==> src/rtl/core/gif_lzw_decoder_core_macros.svh <==
// Assertion macros shared by the decoder core.
// They sample on clk and hold off while rst_n is low.
`ifndef GIF_LZW_DECODER_CORE_MACROS_SVH
`define GIF_LZW_DECODER_CORE_MACROS_SVH

`ifndef SYNTHESIS
`define GLD_ASSERT_ALWAYS(lbl, expr, msg) \
    lbl: assert property (@(posedge clk) disable iff (!rst_n) (expr)) else $error(msg);
`define GLD_ASSERT_IMPLIES(lbl, ante, cons, msg) \
    lbl: assert property (@(posedge clk) disable iff (!rst_n) (ante) |-> (cons)) else $error(msg);
`define GLD_ASSERT_NEXT(lbl, ante, cons, msg) \
    lbl: assert property (@(posedge clk) disable iff (!rst_n) (ante) |=> (cons)) else $error(msg);
`else
`define GLD_ASSERT_ALWAYS(lbl, expr, msg)
`define GLD_ASSERT_IMPLIES(lbl, ante, cons, msg)
`define GLD_ASSERT_NEXT(lbl, ante, cons, msg)
`endif

`endif

==> src/rtl/core/gld_pkg.sv <==
package gld_pkg;

    localparam int MAX_CODE_BITS = 12;
    localparam int TABLE_SIZE    = 1 << MAX_CODE_BITS;
    localparam int SP_W          = MAX_CODE_BITS + 1;

    // item kinds
    localparam logic [1:0] KIND_START = 2'd0;
    localparam logic [1:0] KIND_DATA  = 2'd1;
    localparam logic [1:0] KIND_READ  = 2'd2;
    localparam logic [1:0] KIND_NONE  = 2'd3;

    // result status codes
    localparam logic [2:0] ST_ACCEPT   = 3'd0;
    localparam logic [2:0] ST_PIXEL    = 3'd1;
    localparam logic [2:0] ST_NEED     = 3'd2;
    localparam logic [2:0] ST_FULL     = 3'd3;
    localparam logic [2:0] ST_END      = 3'd4;
    localparam logic [2:0] ST_BAD_CODE = 3'd5;
    localparam logic [2:0] ST_BAD_SIZE = 3'd6;

    typedef enum logic [3:0] {
        OP_NONE,
        OP_START,
        OP_BAD_SIZE,
        OP_PUSH_BYTE,
        OP_POP_RD,
        OP_CODE,
        OP_CHAIN_RD,
        OP_CHAIN_PUSH,
        OP_FINISH
    } dp_op_t;

    typedef enum logic [1:0] {
        PIX_ZERO,
        PIX_CODE,
        PIX_STACK
    } pix_sel_t;

    typedef struct packed {
        dp_op_t     op;
        logic       emit;
        logic [2:0] status;
        pix_sel_t   pix_sel;
    } dp_cmd_t;

    typedef struct packed {
        logic size_bad;
        logic buf_full;
        logic ended;
        logic sp_zero;
        logic bits_short;
        logic code_clear;
        logic code_eoi;
        logic code_bad;
        logic fresh;
        logic chain_more;
        logic out_free;
    } dp_stat_t;

endpackage

==> src/rtl/core/gld_ctrl.sv <==
module gld_ctrl (
    input  logic             clk,
    input  logic             rst_n,
    input  logic             in_valid,
    input  logic [1:0]       in_kind,
    output logic             in_ready,
    input  gld_pkg::dp_stat_t stat,
    output gld_pkg::dp_cmd_t  cmd
);

    typedef enum logic [2:0] {
        S_IDLE,
        S_DECODE,
        S_CHAIN,
        S_CHAIN_WAIT,
        S_POP,
        S_POP_WAIT
    } state_t;

    state_t state_reg, state_next;

    assign in_ready = (state_reg == S_IDLE) && stat.out_free;

    // sequencing and command decode
    always_comb
    begin
        state_next  = state_reg;
        cmd.op      = gld_pkg::OP_NONE;
        cmd.emit    = 1'b0;
        cmd.status  = gld_pkg::ST_ACCEPT;
        cmd.pix_sel = gld_pkg::PIX_ZERO;
        case (state_reg)
            S_IDLE:
            begin
                if (in_valid && in_ready)
                begin
                    case (in_kind)
                        gld_pkg::KIND_START:
                        begin
                            cmd.emit = 1'b1;
                            if (stat.size_bad)
                            begin
                                cmd.op     = gld_pkg::OP_BAD_SIZE;
                                cmd.status = gld_pkg::ST_BAD_SIZE;
                            end
                            else
                            begin
                                cmd.op = gld_pkg::OP_START;
                            end
                        end
                        gld_pkg::KIND_DATA:
                        begin
                            cmd.op     = gld_pkg::OP_PUSH_BYTE;
                            cmd.emit   = 1'b1;
                            cmd.status = stat.buf_full ? gld_pkg::ST_FULL : gld_pkg::ST_ACCEPT;
                        end
                        gld_pkg::KIND_READ:
                        begin
                            if (stat.ended)
                            begin
                                cmd.emit   = 1'b1;
                                cmd.status = gld_pkg::ST_END;
                            end
                            else if (!stat.sp_zero)
                            begin
                                cmd.op     = gld_pkg::OP_POP_RD;
                                state_next = S_POP_WAIT;
                            end
                            else
                            begin
                                state_next = S_DECODE;
                            end
                        end
                        default:
                        begin
                            cmd.emit = 1'b1;
                        end
                    endcase
                end
            end
            S_DECODE:
            begin
                if (stat.out_free)
                begin
                    if (stat.bits_short)
                    begin
                        cmd.emit   = 1'b1;
                        cmd.status = gld_pkg::ST_NEED;
                        state_next = S_IDLE;
                    end
                    else
                    begin
                        cmd.op = gld_pkg::OP_CODE;
                        if (stat.code_clear)
                        begin
                            state_next = S_DECODE;
                        end
                        else if (stat.code_eoi)
                        begin
                            cmd.emit   = 1'b1;
                            cmd.status = gld_pkg::ST_END;
                            state_next = S_IDLE;
                        end
                        else if (stat.code_bad)
                        begin
                            cmd.emit   = 1'b1;
                            cmd.status = gld_pkg::ST_BAD_CODE;
                            state_next = S_IDLE;
                        end
                        else if (stat.fresh)
                        begin
                            cmd.emit    = 1'b1;
                            cmd.status  = gld_pkg::ST_PIXEL;
                            cmd.pix_sel = gld_pkg::PIX_CODE;
                            state_next  = S_IDLE;
                        end
                        else
                        begin
                            state_next = S_CHAIN;
                        end
                    end
                end
            end
            S_CHAIN:
            begin
                if (stat.chain_more)
                begin
                    cmd.op     = gld_pkg::OP_CHAIN_RD;
                    state_next = S_CHAIN_WAIT;
                end
                else
                begin
                    cmd.op     = gld_pkg::OP_FINISH;
                    state_next = S_POP;
                end
            end
            S_CHAIN_WAIT:
            begin
                cmd.op     = gld_pkg::OP_CHAIN_PUSH;
                state_next = S_CHAIN;
            end
            S_POP:
            begin
                cmd.op     = gld_pkg::OP_POP_RD;
                state_next = S_POP_WAIT;
            end
            S_POP_WAIT:
            begin
                if (stat.out_free)
                begin
                    cmd.emit    = 1'b1;
                    cmd.status  = gld_pkg::ST_PIXEL;
                    cmd.pix_sel = gld_pkg::PIX_STACK;
                    state_next  = S_IDLE;
                end
            end
            default:
            begin
                state_next = S_IDLE;
            end
        endcase
    end

    always_ff @(posedge clk or negedge rst_n)
    begin
        if (!rst_n)
        begin
            state_reg <= S_IDLE;
        end
        else
        begin
            state_reg <= state_next;
        end
    end

endmodule

==> config.mk <==
export PLATFORM = sky130hd
export DESIGN_NAME = gld_ctrl
export DESIGN_NICKNAME = d
export VERILOG_FILES = /design/src/rtl/core/gif_lzw_decoder_core_macros.svh /design/src/rtl/core/gld_pkg.sv /design/src/rtl/core/gld_ctrl.sv
export SDC_FILE = /design/constraint.sdc
export NUM_CORES = 1
export LEC_CHECK = 0
export ABC_AREA = 1
export BUFFER_PORTS_ARGS = -buffer_cell sky130_fd_sc_hd__clkbuf_2
export CAP_MARGIN = 20
export CORE_MARGIN = 3
export CORE_UTILIZATION = 23
export DETAILED_ROUTE_END_ITERATION = 7
export GPL_ROUTABILITY_DRIVEN = 0
export PLACE_DENSITY = 0.44
export SLEW_MARGIN = 0
export SYNTH_ARGS = -nofsm -noshare
export SYNTH_HDL_FRONTEND = slang
export SYNTH_SLANG_ARGS = --single-unit
==> constraint.sdc <==
create_clock -name clk -period 2.1 [get_ports clk]
set_clock_uncertainty 0.2 [all_clocks]
set_input_delay 0.42 -clock clk [delete_from_list [all_inputs] [get_ports clk]]
set_output_delay 0.42 -clock clk [all_outputs]
set_load 0.1 [all_outputs]
Yosys cells after proc, flatten, opt, wreduce, memory -nomap -nowiden
Cells that the tools add are included.
{"block": "word_totals", "ff_bits": 3, "input_bits": 16}
{"block": "op_classes", "eq_ne": 12, "reduce_logical": 5, "mux": 38}
{"operator": "two-way mux 3 bit", "count": 15}
{"operator": "two-way mux 4 bit", "count": 5}
{"operator": "case mux 4 bit (5 select lines)", "count": 1}
{"operator": "two-way mux 6 bit", "count": 3}
{"operator": "case mux 3 bit (3 select lines)", "count": 2}
{"operator": "case mux 3 bit (6 select lines)", "count": 1}
{"operator": "two-way mux 2 bit", "count": 6}
{"operator": "case mux 4 bit (3 select lines)", "count": 1}
{"operator": "two-way mux 10 bit", "count": 1}
{"operator": "two-way mux 8 bit", "count": 1}
{"operator": "equality test 3 x 2 -> 1 bit, second input constant", "count": 2}
{"operator": "equality test 3 bit, second input constant", "count": 2}
{"operator": "!= test 2 bit, second input constant", "count": 3}
{"operator": "AND reduction 5 bit", "count": 1}
{"operator": "!= test 2 x 1 -> 1 bit, second input constant", "count": 2}
{"operator": "case mux 2 bit (2 select lines)", "count": 1}
{"operator": "equality test 3 x 1 -> 1 bit, second input constant", "count": 1}
{"operator": "logical NOT 3 bit", "count": 1}
{"operator": "equality test 2 x 1 -> 1 bit, second input constant", "count": 1}
{"operator": "equality test 2 bit, second input constant", "count": 1}
{"operator": "logical AND 1 bit", "count": 2}
{"operator": "logical NOT 2 bit", "count": 1}
{"operator": "two-way mux 1 bit", "count": 1}

Depth between registers and ports, before layout
Gate-level depths: netlist of the first run.
{"block": "logic_depth", "ltp_word": 7, "depth_mapped": 8, "mapped_depth_nobuf": 8}

Worst setup path after synthesis of the first run
OpenSTA, ideal clock, no wires.
{"block": "synth_path", "kind": "in2out", "from": "input stat[6] (netlist name)", "to": "output cmd[0] (netlist name)", "path_stages": 2, "path_slack_ps": -2098, "required_time_ps": 1480, "t_arrival_ps": 3578, "n_path_buf": 0, "path_cell_list": "or2_1 -> nor4_1"}
{"item": "start, declared", "line": "gld_ctrl.sv:7", "rtl": "input gld_pkg::dp_stat_t stat,"}
{"item": "end, declared", "line": "gld_ctrl.sv:8", "rtl": "output gld_pkg::dp_cmd_t cmd"}

==> metrics.md, run 1 <==
| Metric | Value |
|---|---|
| Outcome | complete, but fails checks |
| Violated checks | negative setup slack |
| Reg clk slew, reported paths | 0.04 ns |
| Clock latency on the worst-skew pair | 0.23 ns |
| Distinct cells, synth | 24 |
| Seq pwr share | ~9% |
| Diode count | 0 |
| Netlist Area Pre-Place | 513 sq um |
| Post-synthesis register bit count | 3 |
| Register Area | 77.6 sq um |
| DRC violations left | 0 |
| DPL Wire Length | 1.25 mm |
| Final Non-Filler Cells | 153 |
| Syn avg cell area | between 5 and 6 sq um |
| Clock network fraction of total power | 9.0% |
| Clk sinks | 3 |
| Fin nets | about 140 |
| # IOs | 27 |
| PD cells | 1050 nW/um^2 |
| Setup CP Type | reg -> out |
| Comb pwr share | 82.0% |
| Die W | roughly 53 um |
| Seq/Total Area, Yosys | 14.6% |
| HP Class | in -> async |
| Final Worst Setup Slack | -0.00734 ns |
| Chip Height | 53.2 um |
| Cell Int Power | 492 uW |
| CTS tree | yes |
| P&R area growth vs syn | 109% |
| Antenna violations before repair | 0 |
| Crit end category | primary output |
| Routed wire length per instance | 10.1 um |
| Final setup violation count | 2 |
| DRT iter0 DRCs | 14 |
| Switching power | 630 uW |
| Fin crit period | 2.11 ns |
| Vias per inst | 4.29 |
| Period utilization | 100% |
| Vias post-DR | 656 |
| Multi-input gate area | 475 sq um |
| Power, Total | roughly 1100 uW |
| Pin count of the biggest net entering global routing | 8 |
| Number of max-cap violations | 0 |
| Bufs on Longest Clock Path | 2 |
| CP arrival | 1.49 ns |
| CP required | 1.48 ns |
| Mapped Cells | 87 |
| Initial cell density of the core | 25.1% |
| TritonCTS buffer count | 3 |
| # fillers | 221 |
| Port Buffer Count | 26 |
| Worst-path maximum fanout | 3 |
| Total wire length | 1.55 mm |
| First-pass GRT wire length | 2.63 mm |
| Placed cells | 140 |
| CTS root buf | clkbuf_4 |
| CP startpoint kind | register |
| Slew @ Worst Pin | 0.290 ns |
| DRT antenna net count | 0 |
| Grt ovf | 0 |
| Share of post-route cells with drive strength above 1 | 57.1% |
| Dpl ws | slightly above 0.07 ns |
| Global-route usage over all layers | roughly an eighth |
| Max-slew violation count | 0 |
| Leakage | 0.000556 uW |
| H-tree Lvls | 1 |
| VDD IR max | 702 uV |
| Final Hold Fails | 0 |
| Total die area | 2830 sq um |
| Hold slack final | 0.332 ns |
| Max reg flops | 3 |
| Rows | 16 |
| Synth warn | 0 |
| Fmax achieved | 475 MHz |
| RSZ-0062 raised after global routing | true |
| Normalized max-slew margin | 80.6% |
| Switching Fraction | between 50% and 60% |
| Core area | approximately 2000 sq um |
| Pre-antenna DRT Iters | 3 |
| Syn_nets | 103 |
| Vias in the first global route | 648 |
-- critical path: stages (launching register included) --
cell and delay [ns]:
dfrtp_2 0.43, buf_12 0.14, nor2_4 0.13, nand2_4 0.09, nor2_4 0.11, nand2_1 0.08
nand3_2 0.09, buf_12 0.17
-- cell families (layout without fill, tap and decap cells) --
family	Yosys count	in the layout	share of synthesized area [%]
buffers and inverters	20	59	14.6
AOI/OAI and AO/OA	11	11	13.4
DFF	3	3	14.6
and+or+nand+nor	53	53	57.3
-- stage by stage --
| stage | util, % | TNS, ns | instance area [sq um] |
|---|---|---|---|
| after CTS | 51.7 | -0.163 | 1060 |
| after floorplan | - | -0.571 | 598 |
| final | 52.4 | -0.0108 | 1070 |
| after detailed placement | 45.4 | 0 | 927 |
| after global routing | 52.4 | -0.447 | 1070 |
| after global placement | 45.4 | 0 | 927 |
-- path summary, 6_finish.rpt --
kind	startpoint	to	slack, ns	cells past startpoint
max in group asynchronous	rst_n	state_reg[0]$_DFFE_PN0P_	1.25	2
worst min-delay path	rst_n	state_reg[2]$_DFFE_PN0P_	0.33	2
worst min register to register	state_reg[2]$_DFFE_PN0P_	state_reg[2]$_DFFE_PN0P_	0.48	3
min in group clk	stat[1]	state_reg[0]$_DFFE_PN0P_	0.38	5
worst max register to register	state_reg[1]$_DFFE_PN0P_	state_reg[2]$_DFFE_PN0P_	0.62	9
worst max-delay path	state_reg[2]$_DFFE_PN0P_	cmd[2]	-0.007	7
-- synthesized netlist by cell type --
master,n,area share [%]
nand2_1,17,12
nand2_2,5,6.1
nor2_8,1,3.9
or2_1,1,1.2
o21a_1,1,1.5
nor2_1,8,5.9
o21ai_0,1,0.97
nor4_1,1,1.2
nor2_4,2,4.4
nand3_4,1,3.4
o21bai_1,1,1.5
o211ai_1,1,1.5
dfrtp_1,3,15
inv_2,3,2.2
o31ai_1,1,1.5
nor3_1,1,0.97
o21ai_2,1,1.7
nor2_2,3,3.7
o21ai_1,1,0.97
nand3_2,1,2.0
inv_1,17,12
nand3_1,11,11
nand3b_1,1,1.5
a21oi_1,4,3.9
-- placed cells by master, fill, tap and decap left out, drive strengths merged --
| cell type | n |
|---|---|
| o21bai | 1 |
| nand3 | 13 |
| nor2 | 14 |
| o21ai | 3 |
| dfrtp | 3 |
| dlygate4sd3 | 1 |
| o31ai | 1 |
| nor4 | 1 |
| or2 | 1 |
| o21a | 1 |
| nand2 | 22 |
| clkbuf | 19 |
| o211ai | 1 |
| buf | 19 |
| nor3 | 1 |
| inv | 19 |
| clkinvlp | 1 |
| nand3b | 1 |
| a21oi | 4 |
-- cell type report --
| class | instances | area share (%) |
|---|---|---|
| clock buffer | 4 | 2.46 |
| inverter | 20 | 7.37 |
| multi-input combinational | 64 | 44.4 |
| sequential | 3 | 7.25 |
| tap | 27 | 3.16 |
| timing repair buffer | 35 | 35.3 |
-- power by group through the flow --
stage          Sequential, uW  Combinational [uW]  Clock [uW]
5_1_grt                   105                 971         107
4_1_cts                  98.8                 919         105
6_report                  101                 920         101
2_1_floorplan            98.6                 574           0
3_3_place_gp              102                 816           0
3_5_place_dp              102                 818           0
-- routing by layer --
layer / GRT usage, % / wire [um] / up-vias
met3: 1.13 / 62 / 0
met5: 0 / 0 / -
li1: - / - / 351
met1: 16.0 / 701 / 290
met2: 21.8 / 782 / 15
met4: 2.55 / 0 / 0
-- what timing repair did --
item,4_1_cts,5_1_grt
cloned,0,0
pin swaps,5,2
setup endpoints to repair,8,8
resized for setup,8,2
buffers inserted,7,1
endpoints found under the hold margin,3,0
hold buffers,1,0
No activity file was read; power rests on OpenSTA's default activity.
==> inputs of run 2 (changes only) <==
- clock period: 2.1 -> 2 ns (I/O delays scaled with it)
==> metrics.md, run 2 (synthesis gave the netlist of run 1 again) <==
| Metric | Value |
|---|---|
| Clock latency on the worst-skew pair | 0.24 ns |
| CP arrival | roughly 1.5 ns |
| DRT iter0 DRCs | 3 |
| Leakage | 0.000555 uW |
| Violated checks | negative setup slack |
| Max-slew violation count | 0 |
| Final Worst Setup Slack | -0.133 ns |
| Critical path buffers and inverters | 1 |
| Critical path's top delay family | simple AND/OR/NAND/NOR gates |
| Normalized max-slew margin | between 80% and 90% |
| CTS tree | yes |
| Initial cell density of the core | 25.1% |
| Comb pwr share | 80.7% |
| Vias in the first global route | 638 |
| RSZ-0062 raised after global routing | true |
| Clock network fraction of total power | roughly a tenth |
| Total wire length | 1.48 mm |
| PD cells | 1080 nW/um^2 |
| Fin crit period | 2.13 ns |
| Worst-path maximum fanout | 7 |
| TNS Setup | -0.750 ns |
| Rows | 16 |
| Fin util | between 50% and 60% |
| Pin count of the biggest net entering global routing | 8 |
| CP startpoint kind | register |
| Max reg flops | 3 |
| Slew @ Worst Pin | 0.268 ns |
| Core area | 2040 sq um |
| Final Hold Fails | 0 |
| Clk sinks | 3 |
| CTS root buf | clkbuf_4 |
| Diode count | 0 |
| Area after DPL | 950 sq um |
| Switching power | 661 uW |
| Bufs on Longest Clock Path | 2 |
| Switching Fraction | 57.6% |
| Fin nets | 143 |
| Reg clk slew, reported paths | about 0.040 ns |
| Die W | 53.2 um |
| Grt ovf | 0 |
| DRT antenna net count | 0 |
| HP Class | in -> async |
| Vias per inst | 4.25 |
| P&R area growth vs syn | 107% |
| Total die area | 2830 sq um |
| VDD IR max | 632 uV |
| Final setup violation count | 8 |
| Pre-antenna DRT Iters | 3 |
| DRC violations left | 0 |
| # fillers | 207 |
| Vias post-DR | 651 |
| Fmax achieved | 469 MHz |
| Setup CP Type | reg -> out |
| Period utilization | 107% |
| # IOs | 27 |
| Critical-path top delay cell | dfrtp_1 |
| CP required | between 1 and 1.5 ns |
| Dpl ws | 0.0826 ns |
| Routed wire length per instance | 9.68 um |
| Share of post-route cells with drive strength above 1 | between 50% and 60% |
| Seq pwr share | 9.7% |
| CP cell instances | nor2_4, nand3_4, nor2_8, nand2_4, o21ai_4, buf_12 |
| TritonCTS buffer count | 3 |
| Finished Cell Area | between 1000 and 1500 sq um |
| Hold slack final | roughly 0.28 ns |
| Cell Int Power | 486 uW |
| H-tree Lvls | 1 |
| Port Buffer Count | 26 |
| First-pass GRT wire length | around 2.6 mm |
| Antenna violations before repair | 0 |
| CP peak stage delay | about 0.42 ns |
| Global-route usage over all layers | roughly an eighth |
| Crit end category | primary output |
| Most frequent cells in the layout | nand2_1 (15), clkbuf_2 (15), inv_1 (14) |
| Chip Height | 53.2 um |
| Number of max-cap violations | 0 |
| DPL Wire Length | between 1 and 1.5 mm |
| Outcome | complete, but fails checks |
==> run 2: cell types whose count changed in the layout (fill, tap and decap cells not counted) <==
cell and delta:
buf_12 -1, buf_4 +1, dfrtp_1 +1, dfrtp_2 -1
inv_1 -1, inv_2 +1, nand2_2 -1, nand2_4 +1
==> run 2: final timing paths <==
check                      slack (ns)                     start                       end  cells past startpoint
hold reg to reg                  0.42  state_reg[2]$_DFFE_PN0P_  state_reg[2]$_DFFE_PN0P_                      2
setup reg to reg                 0.49  state_reg[1]$_DFFE_PN0P_  state_reg[0]$_DFFE_PN0P_                      8
hold / removal                   0.28                     rst_n  state_reg[1]$_DFFE_PN0P_                      2
setup / recovery                -0.13  state_reg[1]$_DFFE_PN0P_                    cmd[6]                      6
min in group clk                 0.34                   stat[7]  state_reg[2]$_DFFE_PN0P_                      6
max in group asynchronous        1.20                     rst_n  state_reg[2]$_DFFE_PN0P_                      2
==> run 2: what timing repair did <==
action,CTS,global route
gates resized for setup,5,6
buffers inserted,3,2
hold buffers,1,0
setup endpoints to repair,8,9
hold endpoints to repair,3,0
pin swaps,4,2
==> run 2: worst register-to-register path: stages, from the launching register on <==
cell     delay [ns]
dfrtp_1        0.42
nor2_4         0.17
nand3_4        0.11
nor2_8         0.17
buf_4          0.14
nand2_2        0.06
nand2_2        0.07
nand2_1        0.05
nand2_1        0.06
==> run 2: layout make-up <==
type,instances,area (sq um),area share (%)
Sequential cell,3,76.3,7.19
Tap cell,27,33.8,3.18
Timing Repair Buffer,35,365,34.4
Inverter,20,78.8,7.43
Multi-Input combinational cell,64,480,45.3
Clock buffer,4,26.3,2.48
==> run 2: per-layer routing <==
| metal | up-vias | GRT usage, % | wire [um] |
|---|---|---|---|
| met1 | 277 | 15.5 | 655 |
| met3 | 3 | 1.97 | 101 |
| met5 | - | 0 | 0 |
| met2 | 18 | 20.8 | 702 |
| li1 | 353 | - | - |
| met4 | 0 | 3.83 | 23 |
==> run 2: power by group through the flow <==
stage / Combinational [uW] / Clock [uW] / Sequential (uW)
6_report: 926 / 111 / 111
5_1_grt: 976 / 119 / 115
4_1_cts: 912 / 114 / 108
3_5_place_dp: 862 / 0 / 107
3_3_place_gp: 865 / 0 / 107
2_1_floorplan: 602 / 0 / 104
==> run 2: metrics by stage <==
stage / power (uW) / cells
finish: 1150 / 153
global route: 1210 / 153
CTS: 1130 / 151
detailed placement: 970 / 143
global placement: 972 / 143
floorplan: 706 / 87
==> inputs of run 3 (changes only) <==
- PLACE_DENSITY: 0.44 -> 0.46
==> metrics.md, run 3 (synthesis gave the netlist of run 1 again) <==
| Metric | Value |
|---|---|
| Global-route usage over all layers | 12.6% |
| Reg clk slew, reported paths | ~0.04 ns |
| Critical-path top delay cell | dfrtp_1 |
| Crit end category | primary output |
| PD cells | 1110 nW/um^2 |
| Clk sinks | 3 |
| Pin count of the biggest net entering global routing | 8 |
| Most common cell after layout, fill and taps aside | nand2_1 |
| Most frequent cells in the layout | nand2_1 (16), inv_1 (15), clkbuf_2 (15) |
| Antenna violations before repair | 0 |
| DRC violations left | 0 |
| Setup CP Type | reg -> out |
| Placed cells | ~140 |
| H-tree Lvls | 1 |
| Vias in the first global route | 669 |
| Vias per inst | 4.29 |
| Slew @ Worst Pin | 0.262 ns |
| CTS root buf | clkbuf_4 |
| Die W | ~53 um |
| Clock latency on the worst-skew pair | 0.24 ns |
| CP arrival | 1.52 ns |
| Chip Height | 53.2 um |
| Violated checks | negative setup slack |
| DPL Wire Length | 1.30 mm |
| Pre-antenna DRT Iters | 4 |
| Max reg flops | 3 |
| Fin crit period | 2.12 ns |
| Vias post-DR | 652 |
| Outcome | complete, but fails checks |
| Diode count | 0 |
| P&R area growth vs syn | 103% |
| Total die area | 2830 sq um |
| Period utilization | 106% |
| Initial cell density of the core | between 20% and 30% |
| First-pass GRT wire length | approximately 2.6 mm |
| Final Worst Setup Slack | -0.117 ns |
| Total wire length | 1.55 mm |
| CP startpoint kind | register |
| RSZ-0062 raised after global routing | true |
| Rows | 16 |
| Area after DPL | ~940 sq um |
| DRT antenna net count | 0 |
| Finished Cell Area | 1040 sq um |
| Fmax achieved | 472 MHz |
| CTS tree | yes |
| Number of max-cap violations | 0 |
| Share of post-route cells with drive strength above 1 | ~54% |
| Final setup violation count | 8 |
| Final Non-Filler Cells | 152 |
| Max-slew violation count | 0 |
| Port Buffer Count | 26 |
| Fin nets | 142 |
| Bufs on Longest Clock Path | 2 |
| Dpl ws | a little under 0.09 ns |
| VDD IR max | 696 uV |
| TritonCTS buffer count | 3 |
| CP peak stage delay | 0.41 ns |
| Leakage | roughly 0.00054 uW |
| HP Class | in -> async |
| Core area | 2040 sq um |
| CP required | 1.40 ns |
| # IOs | 27 |
| Final Hold Fails | 0 |
| Worst-path maximum fanout | 7 |
| Hold slack final | 0.323 ns |
| DRT iter0 DRCs | 6 |
| Grt ovf | 0 |
| Normalized max-slew margin | 82.4% |
| Routed wire length per instance | 10.2 um |
| CP cell instances | nor2_4, nand3_4, nor2_8, nand2_2, o21ai_4, buf_12 |
[run 3: cell types whose count changed in the layout (fill, tap and decap cells not counted), sizes merged]
| cell | delta |
|---|---|
| buf | -1 |
[run 3: worst paths after layout]
check                                    startpoint                  endpoint  slack, ns  depth (start not counted)
min in group clk                            stat[1]  state_reg[0]$_DFFE_PN0P_       0.35                          5
max                        state_reg[1]$_DFFE_PN0P_                    cmd[6]      -0.12                          6
min                                           rst_n  state_reg[0]$_DFFE_PN0P_       0.32                          2
max in group asynchronous                     rst_n  state_reg[2]$_DFFE_PN0P_       1.16                          2
min reg2reg                state_reg[2]$_DFFE_PN0P_  state_reg[2]$_DFFE_PN0P_       0.41                          2
max reg2reg                state_reg[1]$_DFFE_PN0P_  state_reg[2]$_DFFE_PN0P_       0.50                          9
[run 3: power breakdown]
group	internal, uW	switching [uW]	total (uW)
Clock	75.1	36.5	112
Sequential	81.8	28.7	110
Combinational	332	596	928
Total	489	662	1150
[run 3: area by class of cell]
cell class | instances | area [sq um]
Clock buffer | 4 | 26.3
Fill cell | 215 | 1000
Inverter | 20 | 78.8
Multi-Input combinational cell | 64 | 465
Sequential cell | 3 | 77.6
Tap cell | 27 | 33.8
Timing Repair Buffer | 34 | 358
[run 3: metrics by stage]
step / util, % / setup TNS, ns / power [uW]
after global placement: 46.1 / 0 / 969
after CTS: 49.9 / -0.839 / 1140
after floorplan: - / -0.854 / 706
after global routing: 50.9 / -1.42 / 1220
after detailed placement: 46.1 / 0 / 974
final: 50.9 / -0.671 / 1150
[run 3: routing by layer]
metal	GRT usage (%)	vias up	part of all wire (%)
li1	-	351	-
met1	14.6	283	42
met2	23.7	18	53
met3	2.82	0	5.4
met4	1.28	0	0
met5	0	-	0
[run 3: critical path: cells and delay by family (launching register included)]
kind            cells  cell delay (ns)
compound gates      1             0.16
buf+inv             1             0.19
flops               1             0.41
simple gates        4             0.53
[run 3: what timing repair did]
action,CTS,global route
buffers inserted,4,1
endpoints found under the hold margin,3,0
setup endpoints to repair,8,9
hold buffers,1,0
gates resized for setup,4,3
pin swaps,4,1
